==> config.mk <==
export PLATFORM = sky130hd
export DESIGN_NAME = fastcgi_record_deframer_unit
export DESIGN_NICKNAME = d
export VERILOG_FILES = /design/src/rtl/frd_pkg.sv /design/src/rtl/fastcgi_record_deframer_unit.sv /design/src/rtl/frd_front.sv /design/src/rtl/frd_queue.sv /design/src/rtl/frd_back.sv
export SDC_FILE = /design/constraint.sdc
export NUM_CORES = 1
export LEC_CHECK = 0
export ABC_AREA = 1
export BUFFER_PORTS_ARGS = -buffer_cell sky130_fd_sc_hd__buf_4
export CAP_MARGIN = 10
export CORE_UTILIZATION = 40
export CTS_CLUSTER_SIZE = 10
export DETAILED_ROUTE_END_ITERATION = 10
export GPL_TIMING_DRIVEN = 0
export PLACE_DENSITY = 0.6
export SLEW_MARGIN = 20
export SYNTH_ARGS = -nofsm -noshare
export SYNTH_HDL_FRONTEND = slang
export SYNTH_HIERARCHICAL = 1
export SYNTH_SLANG_ARGS = --single-unit
export TNS_END_PERCENT = 5
==> constraint.sdc <==
create_clock -name clk -period 7.6 [get_ports clk]
set_input_delay 0 -clock clk [delete_from_list [all_inputs] [get_ports clk]]
set_output_delay 0 -clock clk [all_outputs]
set_load 0.02 [all_outputs]
==> src/rtl/frd_pkg.sv <==
// shared types and constants for the fastcgi record deframer
// no dependencies; used by frd_front, frd_queue, frd_back and the top level
package frd_pkg;

  // default depth of the queue between front and back
  localparam int unsigned QUEUE_DEPTH = 2;

  // record types and begin-request values
  localparam logic [7:0]  KIND_BEGIN     = 8'd1;
  localparam logic [7:0]  KIND_PARAMS    = 8'd4;
  localparam logic [7:0]  KIND_STDIN     = 8'd5;
  localparam logic [15:0] ROLE_RESPONDER = 16'd1;
  localparam logic [7:0]  FLAG_KEEP      = 8'd1;
  localparam logic [15:0] BEGIN_MIN_LEN  = 16'd8;

  // width of a decoded pair length (31 bits after masking)
  localparam int unsigned LEN_W = 31;

  // result event codes
  typedef enum logic [2:0] {
    EV_BEGIN       = 3'd0,
    EV_PAIR_LEN    = 3'd1,
    EV_NAME_BYTE   = 3'd2,
    EV_VALUE_BYTE  = 3'd3,
    EV_PARAMS_END  = 3'd4,
    EV_STDIN_BYTE  = 3'd5,
    EV_REQ_DONE    = 3'd6
  } frd_event_t;

  // classified operations handed from front to back
  typedef enum logic [2:0] {
    OP_BEGIN = 3'd0,
    OP_PARAM = 3'd1,
    OP_PEND  = 3'd2,
    OP_STDIN = 3'd3,
    OP_DONE  = 3'd4
  } frd_op_kind_t;

  typedef struct packed {
    frd_op_kind_t kind;
    logic [7:0]   data;
    logic [15:0]  id;
    logic         responder_ok;
    logic         keep_connection;
  } frd_op_t;

endpackage

==> src/rtl/fastcgi_record_deframer_unit.sv <==
// path: an accepted byte's operation is registered in the queue, then in the result register
// throughput: one byte per clock; the pair decoder in the back end takes one
//   queued operation per cycle, so only a stalled result side drops in_tready
// reset: synchronous active-low rst_n clears record framing, the pair decoder,
//   the queue pointers and the result valid flag; no clearing pass is needed
// depends on frd_pkg, frd_front, frd_queue and frd_back
module fastcgi_record_deframer_unit #(
  parameter int unsigned QUEUE_DEPTH = frd_pkg::QUEUE_DEPTH  // 2 or more
) (
  input  logic        clk,
  input  logic        rst_n,
  // request byte stream
  input  logic        in_tvalid,
  output logic        in_tready,
  input  logic [7:0]  in_tdata,    // [7:0] stream_byte
  // decoded events
  output logic        out_tvalid,
  input  logic        out_tready,
  output logic [95:0] out_tdata,   // [7:0] data_byte, [23:8] request_id,
                                   // [54:24] name_length, [85:55] value_length,
                                   // [86] responder_ok, [87] keep_connection,
                                   // [88] params_ok, [95:89] zero
  output logic        out_tlast,   // last_of_field
  output logic [2:0]  out_tuser    // [2:0] event_res
);

  localparam int unsigned LW = frd_pkg::LEN_W;

  // front to queue
  logic             f_valid;
  logic             f_ready;
  frd_pkg::frd_op_t f_op;

  // queue to back
  logic             q_valid;
  logic             q_ready;
  frd_pkg::frd_op_t q_op;

  // back result fields
  frd_pkg::frd_event_t b_event;
  logic [7:0]          b_data;
  logic [15:0]         b_id;
  logic [LW-1:0]       b_name_len;
  logic [LW-1:0]       b_value_len;
  logic                b_rok;
  logic                b_keep;
  logic                b_pok;

  // framing and byte classification
  frd_front u_front (
    .clk       (clk),
    .rst_n     (rst_n),
    .in_tvalid (in_tvalid),
    .in_tready (in_tready),
    .in_tdata  (in_tdata),
    .op_valid  (f_valid),
    .op_ready  (f_ready),
    .op        (f_op)
  );

  // decouples framing from a stalled result side
  frd_queue #(
    .DEPTH (QUEUE_DEPTH)
  ) u_queue (
    .clk        (clk),
    .rst_n      (rst_n),
    .push_valid (f_valid),
    .push_ready (f_ready),
    .push_op    (f_op),
    .pop_valid  (q_valid),
    .pop_ready  (q_ready),
    .pop_op     (q_op)
  );

  // pair decoding and the result register
  frd_back u_back (
    .clk              (clk),
    .rst_n            (rst_n),
    .op_valid         (q_valid),
    .op_ready         (q_ready),
    .op               (q_op),
    .res_valid        (out_tvalid),
    .res_ready        (out_tready),
    .res_event        (b_event),
    .res_data         (b_data),
    .res_last         (out_tlast),
    .res_id           (b_id),
    .res_name_len     (b_name_len),
    .res_value_len    (b_value_len),
    .res_responder_ok (b_rok),
    .res_keep         (b_keep),
    .res_params_ok    (b_pok)
  );

  // pack result fields, lowest field first
  assign out_tuser = b_event;
  assign out_tdata = {7'd0, b_pok, b_keep, b_rok, b_value_len, b_name_len, b_id, b_data};

endmodule

==> src/rtl/frd_front.sv <==
// record framing front end: header parse, content and padding count
// classifies each byte into an operation; depends on frd_pkg
module frd_front (
  input  logic           clk,
  input  logic           rst_n,
  input  logic           in_tvalid,
  output logic           in_tready,
  input  logic [7:0]     in_tdata,   // [7:0] stream_byte
  output logic           op_valid,
  input  logic           op_ready,
  output frd_pkg::frd_op_t op
);

  typedef enum logic [2:0] {
    PH_HEADER  = 3'b001,
    PH_CONTENT = 3'b010,
    PH_PADDING = 3'b100
  } frd_phase_t;

  localparam logic [2:0] HDR_TYPE   = 3'd1;
  localparam logic [2:0] HDR_ID_HI  = 3'd2;
  localparam logic [2:0] HDR_ID_LO  = 3'd3;
  localparam logic [2:0] HDR_LEN_HI = 3'd4;
  localparam logic [2:0] HDR_LEN_LO = 3'd5;
  localparam logic [2:0] HDR_PAD    = 3'd6;
  localparam logic [2:0] HDR_LAST   = 3'd7;

  localparam logic [1:0] OFS_ROLE_HI = 2'd0;
  localparam logic [1:0] OFS_ROLE_LO = 2'd1;
  localparam logic [1:0] OFS_FLAGS   = 2'd2;
  localparam logic [1:0] OFS_DONE    = 2'd3;

  frd_phase_t  phase_r, phase_nxt;
  logic [2:0]  hdr_idx_r, hdr_idx_nxt;
  logic [7:0]  kind_r, kind_nxt;
  logic [15:0] id_r, id_nxt;
  logic [15:0] content_left_r, content_left_nxt;
  logic [7:0]  pad_left_r, pad_left_nxt;
  logic [1:0]  offset_r, offset_nxt;
  logic [15:0] role_r, role_nxt;
  logic [7:0]  flags_r, flags_nxt;
  logic        begin_long_r, begin_long_nxt;

  logic        has_op;
  logic        accept;
  logic        begin_ok;

  assign in_tready = op_ready;
  assign accept    = in_tvalid && op_ready;
  assign op_valid  = in_tvalid && has_op;

  always_comb begin
    phase_nxt        = phase_r;
    hdr_idx_nxt      = hdr_idx_r;
    kind_nxt         = kind_r;
    id_nxt           = id_r;
    content_left_nxt = content_left_r;
    pad_left_nxt     = pad_left_r;
    offset_nxt       = offset_r;
    role_nxt         = role_r;
    flags_nxt        = flags_r;
    begin_long_nxt   = begin_long_r;
    has_op           = 1'b0;
    begin_ok         = 1'b0;
    op.kind          = frd_pkg::OP_PARAM;
    op.data          = in_tdata;
    op.id            = id_r;
    op.responder_ok  = 1'b0;
    op.keep_connection = 1'b0;
    case (phase_r)
      PH_CONTENT: begin
        if (kind_r == frd_pkg::KIND_BEGIN) begin
          case (offset_r)
            OFS_ROLE_HI: role_nxt  = {in_tdata, role_r[7:0]};
            OFS_ROLE_LO: role_nxt  = {role_r[15:8], in_tdata};
            OFS_FLAGS:   flags_nxt = in_tdata;
            default: ;
          endcase
          if (offset_r != OFS_DONE) begin
            offset_nxt = offset_r + 2'd1;
          end
        end else if (kind_r == frd_pkg::KIND_PARAMS) begin
          has_op  = 1'b1;
          op.kind = frd_pkg::OP_PARAM;
        end else if (kind_r == frd_pkg::KIND_STDIN) begin
          has_op  = 1'b1;
          op.kind = frd_pkg::OP_STDIN;
        end
        content_left_nxt = content_left_r - 16'd1;
        if (content_left_nxt == 16'd0) begin
          if (kind_r == frd_pkg::KIND_BEGIN) begin
            begin_ok = begin_long_r && (role_nxt == frd_pkg::ROLE_RESPONDER);
            has_op   = 1'b1;
            op.kind  = frd_pkg::OP_BEGIN;
            op.responder_ok    = begin_ok;
            op.keep_connection = begin_ok && (flags_nxt == frd_pkg::FLAG_KEEP);
          end
          phase_nxt = (pad_left_r != 8'd0) ? PH_PADDING : PH_HEADER;
        end
      end
      PH_PADDING: begin
        pad_left_nxt = pad_left_r - 8'd1;
        if (pad_left_nxt == 8'd0) begin
          phase_nxt = PH_HEADER;
        end
      end
      PH_HEADER: begin
        case (hdr_idx_r)
          HDR_TYPE:   kind_nxt         = in_tdata;
          HDR_ID_HI:  id_nxt           = {in_tdata, id_r[7:0]};
          HDR_ID_LO:  id_nxt           = {id_r[15:8], in_tdata};
          HDR_LEN_HI: content_left_nxt = {in_tdata, content_left_r[7:0]};
          HDR_LEN_LO: content_left_nxt = {content_left_r[15:8], in_tdata};
          HDR_PAD:    pad_left_nxt     = in_tdata;
          default: ;
        endcase
        if (hdr_idx_r == HDR_LAST) begin
          hdr_idx_nxt    = 3'd0;
          begin_long_nxt = content_left_r >= frd_pkg::BEGIN_MIN_LEN;
          offset_nxt     = OFS_ROLE_HI;
          if (kind_r == frd_pkg::KIND_BEGIN) begin
            role_nxt  = 16'd0;
            flags_nxt = 8'd0;
          end
          if (content_left_r != 16'd0) begin
            phase_nxt = PH_CONTENT;
          end else begin
            // empty record: begin, params end or request complete
            if (kind_r == frd_pkg::KIND_BEGIN) begin
              has_op  = 1'b1;
              op.kind = frd_pkg::OP_BEGIN;
            end else if (kind_r == frd_pkg::KIND_PARAMS) begin
              has_op  = 1'b1;
              op.kind = frd_pkg::OP_PEND;
            end else if (kind_r == frd_pkg::KIND_STDIN) begin
              has_op  = 1'b1;
              op.kind = frd_pkg::OP_DONE;
            end
            phase_nxt = (pad_left_r != 8'd0) ? PH_PADDING : PH_HEADER;
          end
        end else begin
          hdr_idx_nxt = hdr_idx_r + 3'd1;
        end
      end
      default: begin
        phase_nxt = PH_HEADER;
      end
    endcase
  end

  always_ff @(posedge clk) begin
    if (!rst_n) begin
      phase_r        <= PH_HEADER;
      hdr_idx_r      <= 3'd0;
      kind_r         <= 8'd0;
      id_r           <= 16'd0;
      content_left_r <= 16'd0;
      pad_left_r     <= 8'd0;
      offset_r       <= 2'd0;
      role_r         <= 16'd0;
      flags_r        <= 8'd0;
      begin_long_r   <= 1'b0;
    end else if (accept) begin
      phase_r        <= phase_nxt;
      hdr_idx_r      <= hdr_idx_nxt;
      kind_r         <= kind_nxt;
      id_r           <= id_nxt;
      content_left_r <= content_left_nxt;
      pad_left_r     <= pad_left_nxt;
      offset_r       <= offset_nxt;
      role_r         <= role_nxt;
      flags_r        <= flags_nxt;
      begin_long_r   <= begin_long_nxt;
    end
  end

  // content and padding phases always have bytes left to count
  a_content_left: assert property (@(posedge clk) disable iff (!rst_n)
    (phase_r == PH_CONTENT) |-> (content_left_r != 16'd0))
    else $error("content phase with zero bytes left");

  a_pad_left: assert property (@(posedge clk) disable iff (!rst_n)
    (phase_r == PH_PADDING) |-> (pad_left_r != 8'd0))
    else $error("padding phase with zero bytes left");

endmodule

==> src/rtl/frd_queue.sv <==
// small fifo of classified operations between front and back
// depends on frd_pkg for the operation type
module frd_queue #(
  parameter int unsigned DEPTH = frd_pkg::QUEUE_DEPTH
) (
  input  logic             clk,
  input  logic             rst_n,
  input  logic             push_valid,
  output logic             push_ready,
  input  frd_pkg::frd_op_t push_op,
  output logic             pop_valid,
  input  logic             pop_ready,
  output frd_pkg::frd_op_t pop_op
);

  localparam int unsigned PTR_W = $clog2(DEPTH);
  localparam int unsigned CNT_W = $clog2(DEPTH + 1);

  frd_pkg::frd_op_t mem_r [DEPTH];
  logic [PTR_W-1:0] wr_ptr_r, wr_ptr_nxt;
  logic [PTR_W-1:0] rd_ptr_r, rd_ptr_nxt;
  logic [CNT_W-1:0] count_r, count_nxt;
  logic             push;
  logic             pop;

  assign push_ready = (count_r != CNT_W'(DEPTH));
  assign pop_valid  = (count_r != '0);
  assign pop_op     = mem_r[rd_ptr_r];
  assign push       = push_valid && push_ready;
  assign pop        = pop_valid && pop_ready;

  always_comb begin
    wr_ptr_nxt = wr_ptr_r;
    rd_ptr_nxt = rd_ptr_r;
    count_nxt  = count_r;
    if (push) begin
      wr_ptr_nxt = (wr_ptr_r == PTR_W'(DEPTH - 1)) ? '0 : wr_ptr_r + 1'b1;
    end
    if (pop) begin
      rd_ptr_nxt = (rd_ptr_r == PTR_W'(DEPTH - 1)) ? '0 : rd_ptr_r + 1'b1;
    end
    if (push && !pop) begin
      count_nxt = count_r + 1'b1;
    end else if (pop && !push) begin
      count_nxt = count_r - 1'b1;
    end
  end

  always_ff @(posedge clk) begin
    if (!rst_n) begin
      wr_ptr_r <= '0;
      rd_ptr_r <= '0;
      count_r  <= '0;
    end else begin
      wr_ptr_r <= wr_ptr_nxt;
      rd_ptr_r <= rd_ptr_nxt;
      count_r  <= count_nxt;
    end
  end

  always_ff @(posedge clk) begin
    if (push) begin
      mem_r[wr_ptr_r] <= push_op;
    end
  end

  a_count_bound: assert property (@(posedge clk) disable iff (!rst_n)
    count_r <= CNT_W'(DEPTH))
    else $error("queue count above depth");

endmodule

==> src/rtl/frd_back.sv <==
// back end: name/value pair decoder and the registered result stage
// depends on frd_pkg for operation and event types
module frd_back (
  input  logic                      clk,
  input  logic                      rst_n,
  input  logic                      op_valid,
  output logic                      op_ready,
  input  frd_pkg::frd_op_t          op,
  output logic                      res_valid,
  input  logic                      res_ready,
  output frd_pkg::frd_event_t       res_event,
  output logic [7:0]                res_data,
  output logic                      res_last,
  output logic [15:0]               res_id,
  output logic [frd_pkg::LEN_W-1:0] res_name_len,
  output logic [frd_pkg::LEN_W-1:0] res_value_len,
  output logic                      res_responder_ok,
  output logic                      res_keep,
  output logic                      res_params_ok
);

  localparam int unsigned LW = frd_pkg::LEN_W;

  typedef enum logic [5:0] {
    PP_NAME_LEN   = 6'b000001,
    PP_NAME_MORE  = 6'b000010,
    PP_VALUE_LEN  = 6'b000100,
    PP_VALUE_MORE = 6'b001000,
    PP_NAME       = 6'b010000,
    PP_VALUE      = 6'b100000
  } frd_pair_t;

  frd_pair_t   phase_r, phase_nxt;
  logic [1:0]  seen_r, seen_nxt;
  logic [31:0] shift_r, shift_nxt;
  logic [LW-1:0] pend_name_r, pend_name_nxt;
  logic [LW-1:0] pend_value_r, pend_value_nxt;
  logic [LW-1:0] left_r, left_nxt;

  logic        pop;
  logic        both;
  logic        out_valid_r;

  // result built this cycle
  logic                 r_vld;
  frd_pkg::frd_event_t  r_event;
  logic [7:0]           r_data;
  logic                 r_last;
  logic [LW-1:0]        r_name_len;
  logic [LW-1:0]        r_value_len;
  logic                 r_rok;
  logic                 r_keep;
  logic                 r_pok;

  frd_pkg::frd_event_t  out_event_r;
  logic [7:0]           out_data_r;
  logic                 out_last_r;
  logic [15:0]          out_id_r;
  logic [LW-1:0]        out_name_len_r;
  logic [LW-1:0]        out_value_len_r;
  logic                 out_rok_r;
  logic                 out_keep_r;
  logic                 out_pok_r;

  assign op_ready = !out_valid_r || res_ready;
  assign pop      = op_valid && op_ready;

  always_comb begin
    phase_nxt      = phase_r;
    seen_nxt       = seen_r;
    shift_nxt      = shift_r;
    pend_name_nxt  = pend_name_r;
    pend_value_nxt = pend_value_r;
    left_nxt       = left_r;
    both           = 1'b0;
    r_vld          = 1'b0;
    r_event        = frd_pkg::EV_BEGIN;
    r_data         = 8'd0;
    r_last         = 1'b0;
    r_name_len     = '0;
    r_value_len    = '0;
    r_rok          = 1'b0;
    r_keep         = 1'b0;
    r_pok          = 1'b0;
    if (pop) begin
      case (op.kind)
        frd_pkg::OP_BEGIN: begin
          r_vld   = 1'b1;
          r_event = frd_pkg::EV_BEGIN;
          r_rok   = op.responder_ok;
          r_keep  = op.keep_connection;
        end
        frd_pkg::OP_STDIN: begin
          r_vld   = 1'b1;
          r_event = frd_pkg::EV_STDIN_BYTE;
          r_data  = op.data;
        end
        frd_pkg::OP_DONE: begin
          r_vld   = 1'b1;
          r_event = frd_pkg::EV_REQ_DONE;
        end
        frd_pkg::OP_PEND: begin
          r_vld          = 1'b1;
          r_event        = frd_pkg::EV_PARAMS_END;
          r_pok          = (phase_r == PP_NAME_LEN);
          phase_nxt      = PP_NAME_LEN;
          seen_nxt       = 2'd0;
          shift_nxt      = 32'd0;
          pend_name_nxt  = '0;
          pend_value_nxt = '0;
          left_nxt       = '0;
        end
        frd_pkg::OP_PARAM: begin
          case (phase_r)
            PP_NAME_MORE, PP_VALUE_MORE: begin
              shift_nxt = {shift_r[23:0], op.data};
              seen_nxt  = (seen_r != 2'd0) ? seen_r - 2'd1 : 2'd0;
              if (seen_nxt == 2'd0) begin
                if (phase_r == PP_NAME_MORE) begin
                  pend_name_nxt = shift_nxt[LW-1:0];
                  phase_nxt     = PP_VALUE_LEN;
                end else begin
                  pend_value_nxt = shift_nxt[LW-1:0];
                  both           = 1'b1;
                end
              end
            end
            PP_VALUE_LEN: begin
              if (op.data[7]) begin
                shift_nxt = {24'd0, op.data};
                seen_nxt  = 2'd3;
                phase_nxt = PP_VALUE_MORE;
              end else begin
                pend_value_nxt = LW'(op.data);
                both           = 1'b1;
              end
            end
            PP_NAME, PP_VALUE: begin
              r_vld    = 1'b1;
              r_event  = (phase_r == PP_NAME) ? frd_pkg::EV_NAME_BYTE
                                              : frd_pkg::EV_VALUE_BYTE;
              r_data   = op.data;
              left_nxt = left_r - 1'b1;
              if (left_nxt == '0) begin
                r_last = 1'b1;
                if ((phase_r == PP_NAME) && (pend_value_r != '0)) begin
                  left_nxt  = pend_value_r;
                  phase_nxt = PP_VALUE;
                end else begin
                  phase_nxt = PP_NAME_LEN;
                end
              end
            end
            default: begin
              // waiting for a name length
              if (op.data[7]) begin
                shift_nxt = {24'd0, op.data};
                seen_nxt  = 2'd3;
                phase_nxt = PP_NAME_MORE;
              end else begin
                pend_name_nxt = LW'(op.data);
                phase_nxt     = PP_VALUE_LEN;
              end
            end
          endcase
          if (both) begin
            r_vld       = 1'b1;
            r_event     = frd_pkg::EV_PAIR_LEN;
            r_name_len  = pend_name_nxt;
            r_value_len = pend_value_nxt;
            if (pend_name_nxt != '0) begin
              left_nxt  = pend_name_nxt;
              phase_nxt = PP_NAME;
            end else if (pend_value_nxt != '0) begin
              left_nxt  = pend_value_nxt;
              phase_nxt = PP_VALUE;
            end else begin
              phase_nxt = PP_NAME_LEN;
            end
          end
        end
        default: ;
      endcase
    end
  end

  always_ff @(posedge clk) begin
    if (!rst_n) begin
      phase_r      <= PP_NAME_LEN;
      seen_r       <= 2'd0;
      shift_r      <= 32'd0;
      pend_name_r  <= '0;
      pend_value_r <= '0;
      left_r       <= '0;
      out_valid_r  <= 1'b0;
    end else begin
      phase_r      <= phase_nxt;
      seen_r       <= seen_nxt;
      shift_r      <= shift_nxt;
      pend_name_r  <= pend_name_nxt;
      pend_value_r <= pend_value_nxt;
      left_r       <= left_nxt;
      out_valid_r  <= pop ? r_vld : (out_valid_r && !res_ready);
    end
  end

  always_ff @(posedge clk) begin
    if (pop && r_vld) begin
      out_event_r     <= r_event;
      out_data_r      <= r_data;
      out_last_r      <= r_last;
      out_id_r        <= op.id;
      out_name_len_r  <= r_name_len;
      out_value_len_r <= r_value_len;
      out_rok_r       <= r_rok;
      out_keep_r      <= r_keep;
      out_pok_r       <= r_pok;
    end
  end

  assign res_valid        = out_valid_r;
  assign res_event        = out_event_r;
  assign res_data         = out_data_r;
  assign res_last         = out_last_r;
  assign res_id           = out_id_r;
  assign res_name_len     = out_name_len_r;
  assign res_value_len    = out_value_len_r;
  assign res_responder_ok = out_rok_r;
  assign res_keep         = out_keep_r;
  assign res_params_ok    = out_pok_r;

  a_pend_clears: assert property (@(posedge clk) disable iff (!rst_n)
    (pop && (op.kind == frd_pkg::OP_PEND)) |=> (phase_r == PP_NAME_LEN))
    else $error("pair decoder not cleared after params end");

  a_field_left: assert property (@(posedge clk) disable iff (!rst_n)
    ((phase_r == PP_NAME) || (phase_r == PP_VALUE)) |-> (left_r != '0))
    else $error("name or value phase with no bytes left");

  a_len_more: assert property (@(posedge clk) disable iff (!rst_n)
    ((phase_r == PP_NAME_MORE) || (phase_r == PP_VALUE_MORE)) |-> (seen_r != 2'd0))
    else $error("long length phase with no bytes pending");

endmodule

# Word level (Yosys, flattened, before mapping)
# Memory sizes are Yosys's and may differ from the RTL's. A register that Yosys moved wholly into a read port is not among the register bits.
# Index checks and enable logic that the tools add are counted.
[word_totals] ff_bits=303 ramBits=58 input_bits=12 word_cells=262 memories=1
[memory_table] name="u_queue.mem_r" depth=2 width=29 rd=1 rd_ports_with_merged_regs=1 wr=1 line="frd_queue.sv:19" rtl="frd_pkg::frd_op_t mem_r [DEPTH];"
[classes] n_addsub=10 order_cmp=1 n_eq_ne=46 n_mux=116 n_bitwise=2 reduce_logical=55
[ops] op="31-bit 2-to-1 mux" count=16
[ops] op="31-bit one-hot mux with 2 select lines" count=5
[ops] op="16-bit one-hot mux with 2 select lines" count=5
[ops] op="31-bit nonzero test" count=3
[ops] op="23-bit one-hot mux with 2 select lines" count=2
[ops] op="16-bit 2-to-1 mux" count=4
[ops] op="8-bit 2-to-1 mux" count=7
[ops] op="3-bit 2-to-1 mux" count=18
[ops] op="6-bit 2-to-1 mux" count=8
[ops] op="8-bit one-hot mux with 2 select lines" count=3
[ops] op="31-bit logical NOT" count=1
[ops] op="31-bit by 1-bit subtractor with 31-bit output, second input constant" count=1
[ops] op="4-bit AND reduction" count=7
[ops] op="1-bit 2-to-1 mux" count=25
[ops] op="23-bit 2-to-1 mux" count=1
[ops] op="2-bit 2-to-1 mux" count=11
[ops] op="3-bit equality test, second input constant" count=6
[ops] op="6-bit one-hot mux with 3 select lines" count=1
[ops] op="16-bit by 1-bit equality test with 1-bit output, second input constant" count=1
[ops] op="8-bit by 1-bit equality test with 1-bit output, second input constant" count=2
[ops] op="8-bit by 3-bit equality test with 1-bit output, second input constant" count=2
[ops] op="16-bit by 4-bit >= comparator with 1-bit output, second input constant" count=1
[ops] op="16-bit logical NOT" count=1
[ops] op="2-bit inequality test, second input constant" count=8
[ops] op="42 further kinds" count=91

# Longest topological paths before layout
# Gate-level depths: netlist (run 1).
[logic_depth] ltp_word=13 ltp_mapped=22 mapped_depth_nobuf=21

# Modules after synthesis
# The synthesis (run 1) kept the hierarchy.
[by_module_without_submodules] module="frd_back" instances=1 cells_per_inst=2134 area_per_inst_um2=13598.0
[by_module_without_submodules] module="frd_front" instances=1 cells_per_inst=732 area_per_inst_um2=4860.9
[by_module_without_submodules] module="frd_queue" instances=1 cells_per_inst=127 area_per_inst_um2=2373.5
[by_module_without_submodules] module="fastcgi_record_deframer_unit" instances=1 cells_per_inst=11 area_per_inst_um2=78.8

# Worst setup path before layout (run 1)
# OpenSTA, ideal clock, no wires.
[synth_path] kind="register to register" startpoint="reg with a tool-made name" endpoint="reg u_back.out_data_r[0] (netlist: u_back/res_data[0]), enable pin" setup_ps=577 t_arrival_ps=5962 required_time_ps=7023 slack_ps=1062 stages_incl_launch_ff=9 path_buffers=2 synth_period_minus_slack_ps=6538 cell_sequence="dfxtp_1 -> buf_6 -> mux2_2 -> buf_2 -> inv_1 -> nand2_2 -> o21ai_2 -> o21ai_0 -> a21oi_1"
[synth_lines] element="end signal, assigned" line="frd_back.sv:210" rtl="out_data_r <= r_data;"
[synth_lines] element="end, declared" line="frd_back.sv:56" rtl="logic [7:0] out_data_r;"

==> results by group, run 1 <==
Outcome
  – Outcome: completed

Floorplanning
  – Die Y: 231 um
  – Core footprint: just over 50,000 um^2
  – Starting Density: 40.6%
  – DIE WIDTH: 231 um
  – Ports: 114
  – FP Rows: 83
  – Die area: approximately 53,000 um^2

Worst hold path
  – Min-delay worst type: input pin to flop

Worst setup path
  – Worst EP arrival: 4.46 ns
  – Slowest CP cell: o21ai_0
  – CP most frequent cell: nand2_1
  – Critical path buffers and inverters: 5
  – Crit. End Element: flop
  – Crit-path leading delay family: buffers and inverters
  – Crit-path cells: buf_6 > mux2_2 > buf_2 > inv_1 > buf_1 > nor2_1 > o21ai_0 > nand2_1 > nor2_1 > nand2_1 > nor2_4 > nand2_4 > buf_2 > nand2_1 > nand2_1 > nand2_1 > nand3_1 > a21oi_1
  – Worst EP required: between 8 and 9 ns
  – Worst-path fanout max: 10
  – Worst Setup Path Type: flop to flop
  – Slowest cell delay on critical path: 0.58 ns
  – Worst setup SP type: flop

Timing
  – Max Freq: 0.252 GHz
  – Final worst slack: 3.63 ns
  – RSZ-0062 raised after global routing: false
  – Final setup viols: 0
  – Fin crit share: 52.2%
  – Worst slew margin: 22.7%
  – Hold slack final: between 0.2 and 0.25 ns
  – Fin. max-slew vios: 0
  – Setup Total Neg Slack: 0 ns
  – Tmin final: slightly below 4 ns
  – Endpoints failing hold: 0
  – Worst Skew: about 0.041 ns
  – Slew of the pin with the lowest slew margin: ~1.2 ns

Clocking
  – Clock Root Buffer: clkbuf_16
  – CTS max path bufs: 3
  – CTS tree: built
  – Clk Latency, worst-skew pair: 0.60 ns
  – PostCTS Resize Cnt: 0
  – TritonCTS buffer count: 45
  – Clock sink count: 362
  – CTS HTree Levels: 2
  – Clk slew on worst S/H paths: 0.06 ns

Logic synthesis
  – Post-synth EDFFs: ~150
  – Sequential area share after synthesis: 41.9%
  – Mapped Area: between 20,000 and 25,000 um^2
  – Yosys reg bits: 362
  – Unique masters post-synth: ~50
  – Synth Instances: approximately 3,000
  – Ys Warns: 6
  – Syn avg cell area: 6.96 um^2
  – Synth Flop Type: dfxtp_1
  – Ys async rst share: 0%

GRT
  – GRT Total Usage: 27.3%
  – Vias in the first global route: 19,700
  – First-pass GRT wire length: 113,000 um
  – Pin count of the biggest net entering global routing: 28
  – Antenna violations before repair: 0
  – GR Overflow Total: 0

Place
  – Port Buffers: 106
  – Pre-CTS setup slack: between 3 and 4 ns
  – Gpl congestion: 0.993
  – Post-detail-place hpwl: 56,600 um

Pwr
  – Total power: 5.98 mW
  – Max VDD drop: 0.189 mV
  – Leakage: 10.2 nW
  – PD cells: 247 nW/um^2

Finish
  – Synth-to-layout area growth: 15.9%
  – Fillers: 5,316
  – Util after Layout: 47.0%
  – Layout cell share with drive strength beyond 1: around 11%
  – Nets: 3,210

Routing
  – DRT Pass-1 Iters: 7
  – DRT Wirelength: about 74,000 um
  – Via/cell ratio: 5.39
  – Post-route ant nets: 0
  – Wire per inst: between 15 and 20 um
  – Detailed-route DRC error count: 0
  – Vias: ~21,000
  – Initial DRC count: ~2,000

Run
  – Total of max-cap violations: 0
==> worst paths after layout <==
path | start | endpoint | slack (ns) | cells after the start
setup / recovery | flop | u_back/left_r[21] | 3.63 | 18
hold / removal | in_tdata[5] | u_queue/mem_r[0][23] | 0.24 | 3
setup reg to reg | flop | u_back/left_r[21] | 3.63 | 18
hold reg to reg | u_front/id_r[8] | u_queue/mem_r[1][10] | 0.45 | 0
==> routing by layer <==
metal / vias up / part of all wire, % / GRT usage (%)
met5: - / 0 / 0
met4: 0 / 4.2 / 11.9
met3: 172 / 5.9 / 3.63
met2: 805 / 48 / 45.9
met1: 9850 / 42 / 34.9
li1: 10200 / - / -
==> synth_stat cells, types with 3 or more instances <==
| cell | number | area, um^2 |
|---|---|---|
| o21ai_0 | 160 | 801 |
| nand3_2 | 5 | 50.1 |
| nand2_1 | 1039 | 3900 |
| nor2_2 | 3 | 18.8 |
| a31o_2 | 10 | 87.6 |
| o31ai_1 | 3 | 22.5 |
| dfxtp_1 | 211 | 4220 |
| nor2_1 | 282 | 1060 |
| clkbuf_1 | 80 | 300 |
| buf_2 | 39 | 195 |
| mux2_2 | 19 | 214 |
| nor2_4 | 10 | 113 |
| nand3_1 | 254 | 1270 |
| nand4_1 | 58 | 363 |
| nand2_2 | 8 | 50.1 |
| ha_1 | 18 | 225 |
| a211oi_1 | 3 | 22.5 |
| o22ai_1 | 3 | 18.8 |
| o21ai_1 | 34 | 170 |
| nor3_1 | 26 | 130 |
| o21ai_2 | 4 | 35.0 |
| a21oi_1 | 223 | 1120 |
| inv_2 | 14 | 52.6 |
| nor3_2 | 3 | 30.0 |
| xor2_1 | 5 | 43.8 |
| mux2_4 | 10 | 150 |
| buf_4 | 29 | 218 |
| nor4_1 | 4 | 25.0 |
| xnor2_1 | 3 | 26.3 |
| o211ai_1 | 6 | 45.0 |
| buf_1 | 7 | 26.3 |
| or2_2 | 14 | 87.6 |
| buf_6 | 12 | 135 |
| edfxtp_1 | 151 | 4530 |
| inv_1 | 218 | 818 |
| a21oi_2 | 3 | 26.3 |
| a31oi_1 | 11 | 68.8 |
| nand2_4 | 3 | 33.8 |
==> cell usage in the layout, fill, tap and decap left out, types with 19 or more instances in the layout <==
cell / netlist / layout
a21oi_1: 223 / 222
buf_2: 39 / 39
buf_4: 29 / 135
clkbuf_1: 80 / 103
clkbuf_16: 0 / 45
dfxtp_1: 211 / 211
edfxtp_1: 151 / 151
inv_1: 218 / 218
mux2_2: 19 / 19
nand2_1: 1039 / 1039
nand3_1: 254 / 254
nand4_1: 58 / 58
nor2_1: 282 / 280
nor3_1: 26 / 26
o21ai_0: 160 / 160
o21ai_1: 34 / 34
==> power breakdown <==
| part | leakage (nW) | switching, mW | total (mW) | internal [mW] |
|---|---|---|---|---|
| clock network | 0.656 | 0.872 | 2.01 | 1.13 |
| logic | 6.40 | 1.01 | 1.58 | 0.571 |
| registers | 3.17 | 0.106 | 2.40 | 2.30 |
| total | 10.2 | 1.98 | 5.98 | 4.00 |
==> sequential cells by signal (all words and copies together), names as in the netlist, 16 cells and up, named ones only <==
| signal | cells |
|---|---|
| u_back/res_id | 16 |
| u_back/res_value_len | 31 |
| u_back/shift_r | 23 |
| u_back/res_name_len | 31 |
| u_front/content_left_r | 16 |
| u_back/left_r | 31 |
| u_back/pend_value_r | 31 |
| u_front/role_r | 16 |
| u_back/pend_name_r | 31 |
| u_queue/mem_r | 58 |
| u_front/id_r | 16 |
==> worst min-delay path, cell delays in order <==
cell and delay (ns):
dlygate4sd3_1 0.52, buf_4 0.11, buf_4 0.10
==> repair_timing <==
action / in CTS / in global routing
hold endpoints to repair: 63 / 0
buffers inserted: 0 / 0
hold buffers: 11 / 0
setup endpoints to repair: 0 / 0
==> cell families after synthesis <==
logic type | synth area share, %
and+or+nand+nor | 34.6
adders and majority gates | 1.08
DFF | 41.9
xor gates and xnor gates | 0.335
other | 0.0179
muxes | 1.74
buffers and inverters | 8.41
AOI/OAI and AO/OA | 11.9
==> final cells by class <==
cell class	count	area, um^2	area share, %
Tap cell	680	851	3.51
Buffer	167	875	3.61
Timing Repair Buffer	123	1060	4.36
Clock buffer	70	1240	5.12
Multi-Input combinational cell	2246	10400	43.1
Antenna cell	1	2.50	0.0103
Sequential cell	362	8760	36.1
Clock inverter	13	124	0.511
Inverter	235	885	3.65
==> through the flow <==
| stage | instance area (um^2) | instances |
|---|---|---|
| global placement | 22600 | 3796 |
| floorplan | 20900 | 3010 |
| finish | 24200 | 3897 |
| detailed placement | 22800 | 3802 |
| CTS | 24200 | 3896 |
| global route | 24200 | 3896 |
(Power assumes the default switching activity.)
==> run 2: changes to the inputs <==
--- a/config.mk
+++ b/config.mk
@@ -12,7 +12,7 @@
 export CTS_CLUSTER_SIZE = 10
 export DETAILED_ROUTE_END_ITERATION = 10
 export GPL_TIMING_DRIVEN = 0
-export PLACE_DENSITY = 0.6
+export PLACE_DENSITY = 0.62
 export SLEW_MARGIN = 20
 export SYNTH_ARGS = -nofsm -noshare
 export SYNTH_HDL_FRONTEND = slang
==> constraint.sdc (replaced) <==
create_clock -name clk -period 3.3 [get_ports clk]
set_input_delay 0 -clock clk [delete_from_list [all_inputs] [get_ports clk]]
set_output_delay 0 -clock clk [all_outputs]
set_load 0.02 [all_outputs]
==> run 2 against run 1 <==
Net effect: routed wire length decreased by 1.2%; clock skew decreased by 0.018 ns; first-iteration DRC count decreased by 2.1%; via count increased by 0.52%; largest cell class unchanged; maximum frequency increased by 20%; clock power increased by 140%; final area increased by 1.7%.
==> results by group, run 2 (synthesis results as in run 1) <==
Outcome
  – Outcome: completed

GRT
  – Antenna violations before repair: 0 (unchanged)
  – GR Overflow Total: 0 (unchanged)
  – Vias in the first global route: 19,900 (+1.0%)
  – First-pass GRT wire length: 112,000 um (-0.77%)
  – Pin count of the biggest net entering global routing: 28 (unchanged)
  – GRT Total Usage: 27.1% (-0.20 points)

Routing
  – Via/cell ratio: 5.41 (+0.34%)
  – Detailed-route DRC error count: 0 (unchanged)
  – DRT Wirelength: 73,100 um (-1.2%)
  – Initial DRC count: 1,991 (-2.1%)
  – Wire per inst: 18.7 um (-1.3%)
  – Vias: 21,100 (+0.52%)
  – Post-route ant nets: 0 (unchanged)
  – DRT Pass-1 Iters: 6 (-1)

Clocking
  – Clk slew on worst S/H paths: 0.06 ns (about the same)
  – Clock Root Buffer: clkbuf_16
  – TritonCTS buffer count: 46 (+2.2%)
  – CTS max path bufs: 3 (unchanged)
  – CTS HTree Levels: 2 (unchanged)
  – CTS tree: built
  – Clk Latency, worst-skew pair: 0.60 ns (about the same)
  – Clock sink count: 362 (unchanged)

Finish
  – Layout cell share with drive strength beyond 1: 13.2% (+1.8 points)
  – Most frequent cells in the layout: nand2_1, nor2_1, nand3_1
  – Nets: 3,218 (+0.25%)
  – Largest register by flop count: u_queue/mem_r
  – Area occupied by multi-input gates: 10,600 um^2 (+1.6%)
  – Most common cell after layout, fill and taps aside: nand2_1
  – # diodes: 0 (-1)
  – Synth-to-layout area growth: 17.8%
  – Register area: 8760 um^2 (unchanged)
  – Fillers: 5,307 (-0.17%)
  – Final Cell Area: 24,600 um^2 (+1.7%)
  – Max FFs per register: 58 (unchanged)

Floorplanning
  – Core footprint: 51,500 um^2 (unchanged)
  – Die area: 53,200 um^2 (unchanged)
  – FP Rows: 83 (unchanged)
  – DIE WIDTH: 231 um (unchanged)
  – Starting Density: 40.6% (unchanged)
  – Die Y: 231 um (unchanged)
  – Ports: 114 (unchanged)

Timing
  – Final setup viols: 0 (unchanged)
  – Worst slew margin: 25.1% (+2.4 points)
  – Max Freq: 0.304 GHz (+20%)
  – Worst Skew: 0.0231 ns (-0.0179 ns)
  – Fin crit share: 99.8% (+48 points)
  – Hold slack final: 0.261 ns (+0.0161 ns)
  – RSZ-0062 raised after global routing: true
  – Tmin final: 3.29 ns (-0.675 ns)
  – Fin. max-slew vios: 0 (unchanged)
  – Slew of the pin with the lowest slew margin: 1.12 ns (-0.0360 ns)
  – Endpoints failing hold: 0 (unchanged)

Run
  – Total of max-cap violations: 0 (unchanged)

Pwr
  – Leakage: 10.4 nW (+1.9%)
  – Max VDD drop: 0.471 mV (+150%)
  – PD cells: 575 nW/um^2 (+130%)

Worst setup path
  – Worst-path fanout max: 10 (unchanged)
  – Crit. End Element: flop
  – Worst Setup Path Type: flop to flop
  – Worst setup SP type: flop
  – Worst EP arrival: 3.73 ns (-0.73 ns)
  – Worst EP required: 3.73 ns (-4.36 ns)

Place
  – Gpl congestion: 0.988 (-0.46%)
  – Port Buffers: 106 (unchanged)
  – Post-detail-place hpwl: 56,100 um (-0.81%)
  – Placed instance area: 22,800 um^2 (+0.19%)

Worst hold path
  – Min-delay worst type: input pin to flop
run 2: cell types whose count changed in the layout (fill, tap and decap cells not counted), moves of 4 or more:
cell and delta:
nand2_1 -5, clkinv_1 -4, buf_4 +10, buf_2 -7
nor2_1 -15, clkbuf_1 -12, nand3_2 +5, clkbuf_2 +12
clkinv_2 -4, nand3_1 -5, nor2_2 +13
run 2: final cells by class:
cell class / count / share of cell area [%]
Buffer: 165 / 3.69
Tap cell: 680 / 3.45
Multi-Input combinational cell: 2246 / 43.0
Clock inverter: 11 / 0.807
Inverter: 235 / 3.60
Timing Repair Buffer: 132 / 4.60
Sequential cell: 362 / 35.5
Clock buffer: 73 / 5.25
run 2: power by group:
group	switching [mW]	internal [mW]	leakage, nW	total, mW
clock	1.98	2.95	0.712	4.92
sequential	0.238	5.29	3.17	5.52
combinational	2.35	1.36	6.53	3.71
total	4.57	9.59	10.4	14.2
run 2: through the flow:
step / util, % / total power [mW] / TNS [ns] / instances / worst slack [ns]
after floorplan: - / 7.82 / -1.10 / 3010 / -0.0186
after global placement: 43.9 / 9.12 / -178.43 / 3796 / -1.24
after detailed placement: 44.3 / 9.24 / -23.32 / 3802 / -0.429
after CTS: 47.6 / 14.3 / 0 / 3902 / 0.00395
after global routing: 47.8 / 14.8 / -1.03 / 3904 / -0.0642
final: 47.8 / 14.2 / 0 / 3904 / 0.00609
run 2: worst paths after layout:
| check | endpoint | slack (ns) | from | cells after the start |
|---|---|---|---|---|
| worst max register to register | u_back/left_r[10] | 0.006 | u_back/phase_r[0] | 19 |
| worst min-delay path | u_queue/mem_r[1][24] | 0.26 | in_tdata[6] | 3 |
| worst min register to register | u_queue/mem_r[0][6] | 0.45 | u_front/id_r[4] | 0 |
| worst max-delay path | u_back/left_r[10] | 0.006 | u_back/phase_r[0] | 19 |
run 2: worst max-delay path, stage by stage, from the launching register on:
cell,delay [ns]
dfxtp_1,0.40
nor2_4,0.22
nand3_2,0.20
nand2_4,0.18
buf_6,0.18
buf_2,0.28
nand3_1,0.12
nand2_1,0.17
clkinv_1,0.21
nand2_1,0.10
nor2_1,0.04
nand2_1,0.05
nor2_1,0.04
nand2_2,0.16
buf_2,0.26
nand4_1,0.11
nand2_1,0.09
nand2_1,0.12
nand3_1,0.14
a21oi_1,0.07
run 2: what timing repair did:
action / 4_1_cts / 5_1_grt
cloned: 1 / 0
endpoints found under the setup margin: 117 / 72
buffers inserted: 4 / 4
endpoints found under the hold margin: 64 / 0
pin swaps: 3 / 6
resized for setup: 21 / 45
hold buffers: 11 / 0
run 2: metal layers:
| layer | vias up | track usage, % | part of all wire (%) |
|---|---|---|---|
| li1 | 10200 | - | - |
| met1 | 9919 | 34.0 | 41 |
| met2 | 815 | 46.5 | 48 |
| met3 | 170 | 3.46 | 6.5 |
| met4 | 0 | 11.6 | 4.2 |
| met5 | - | 0 | 0 |
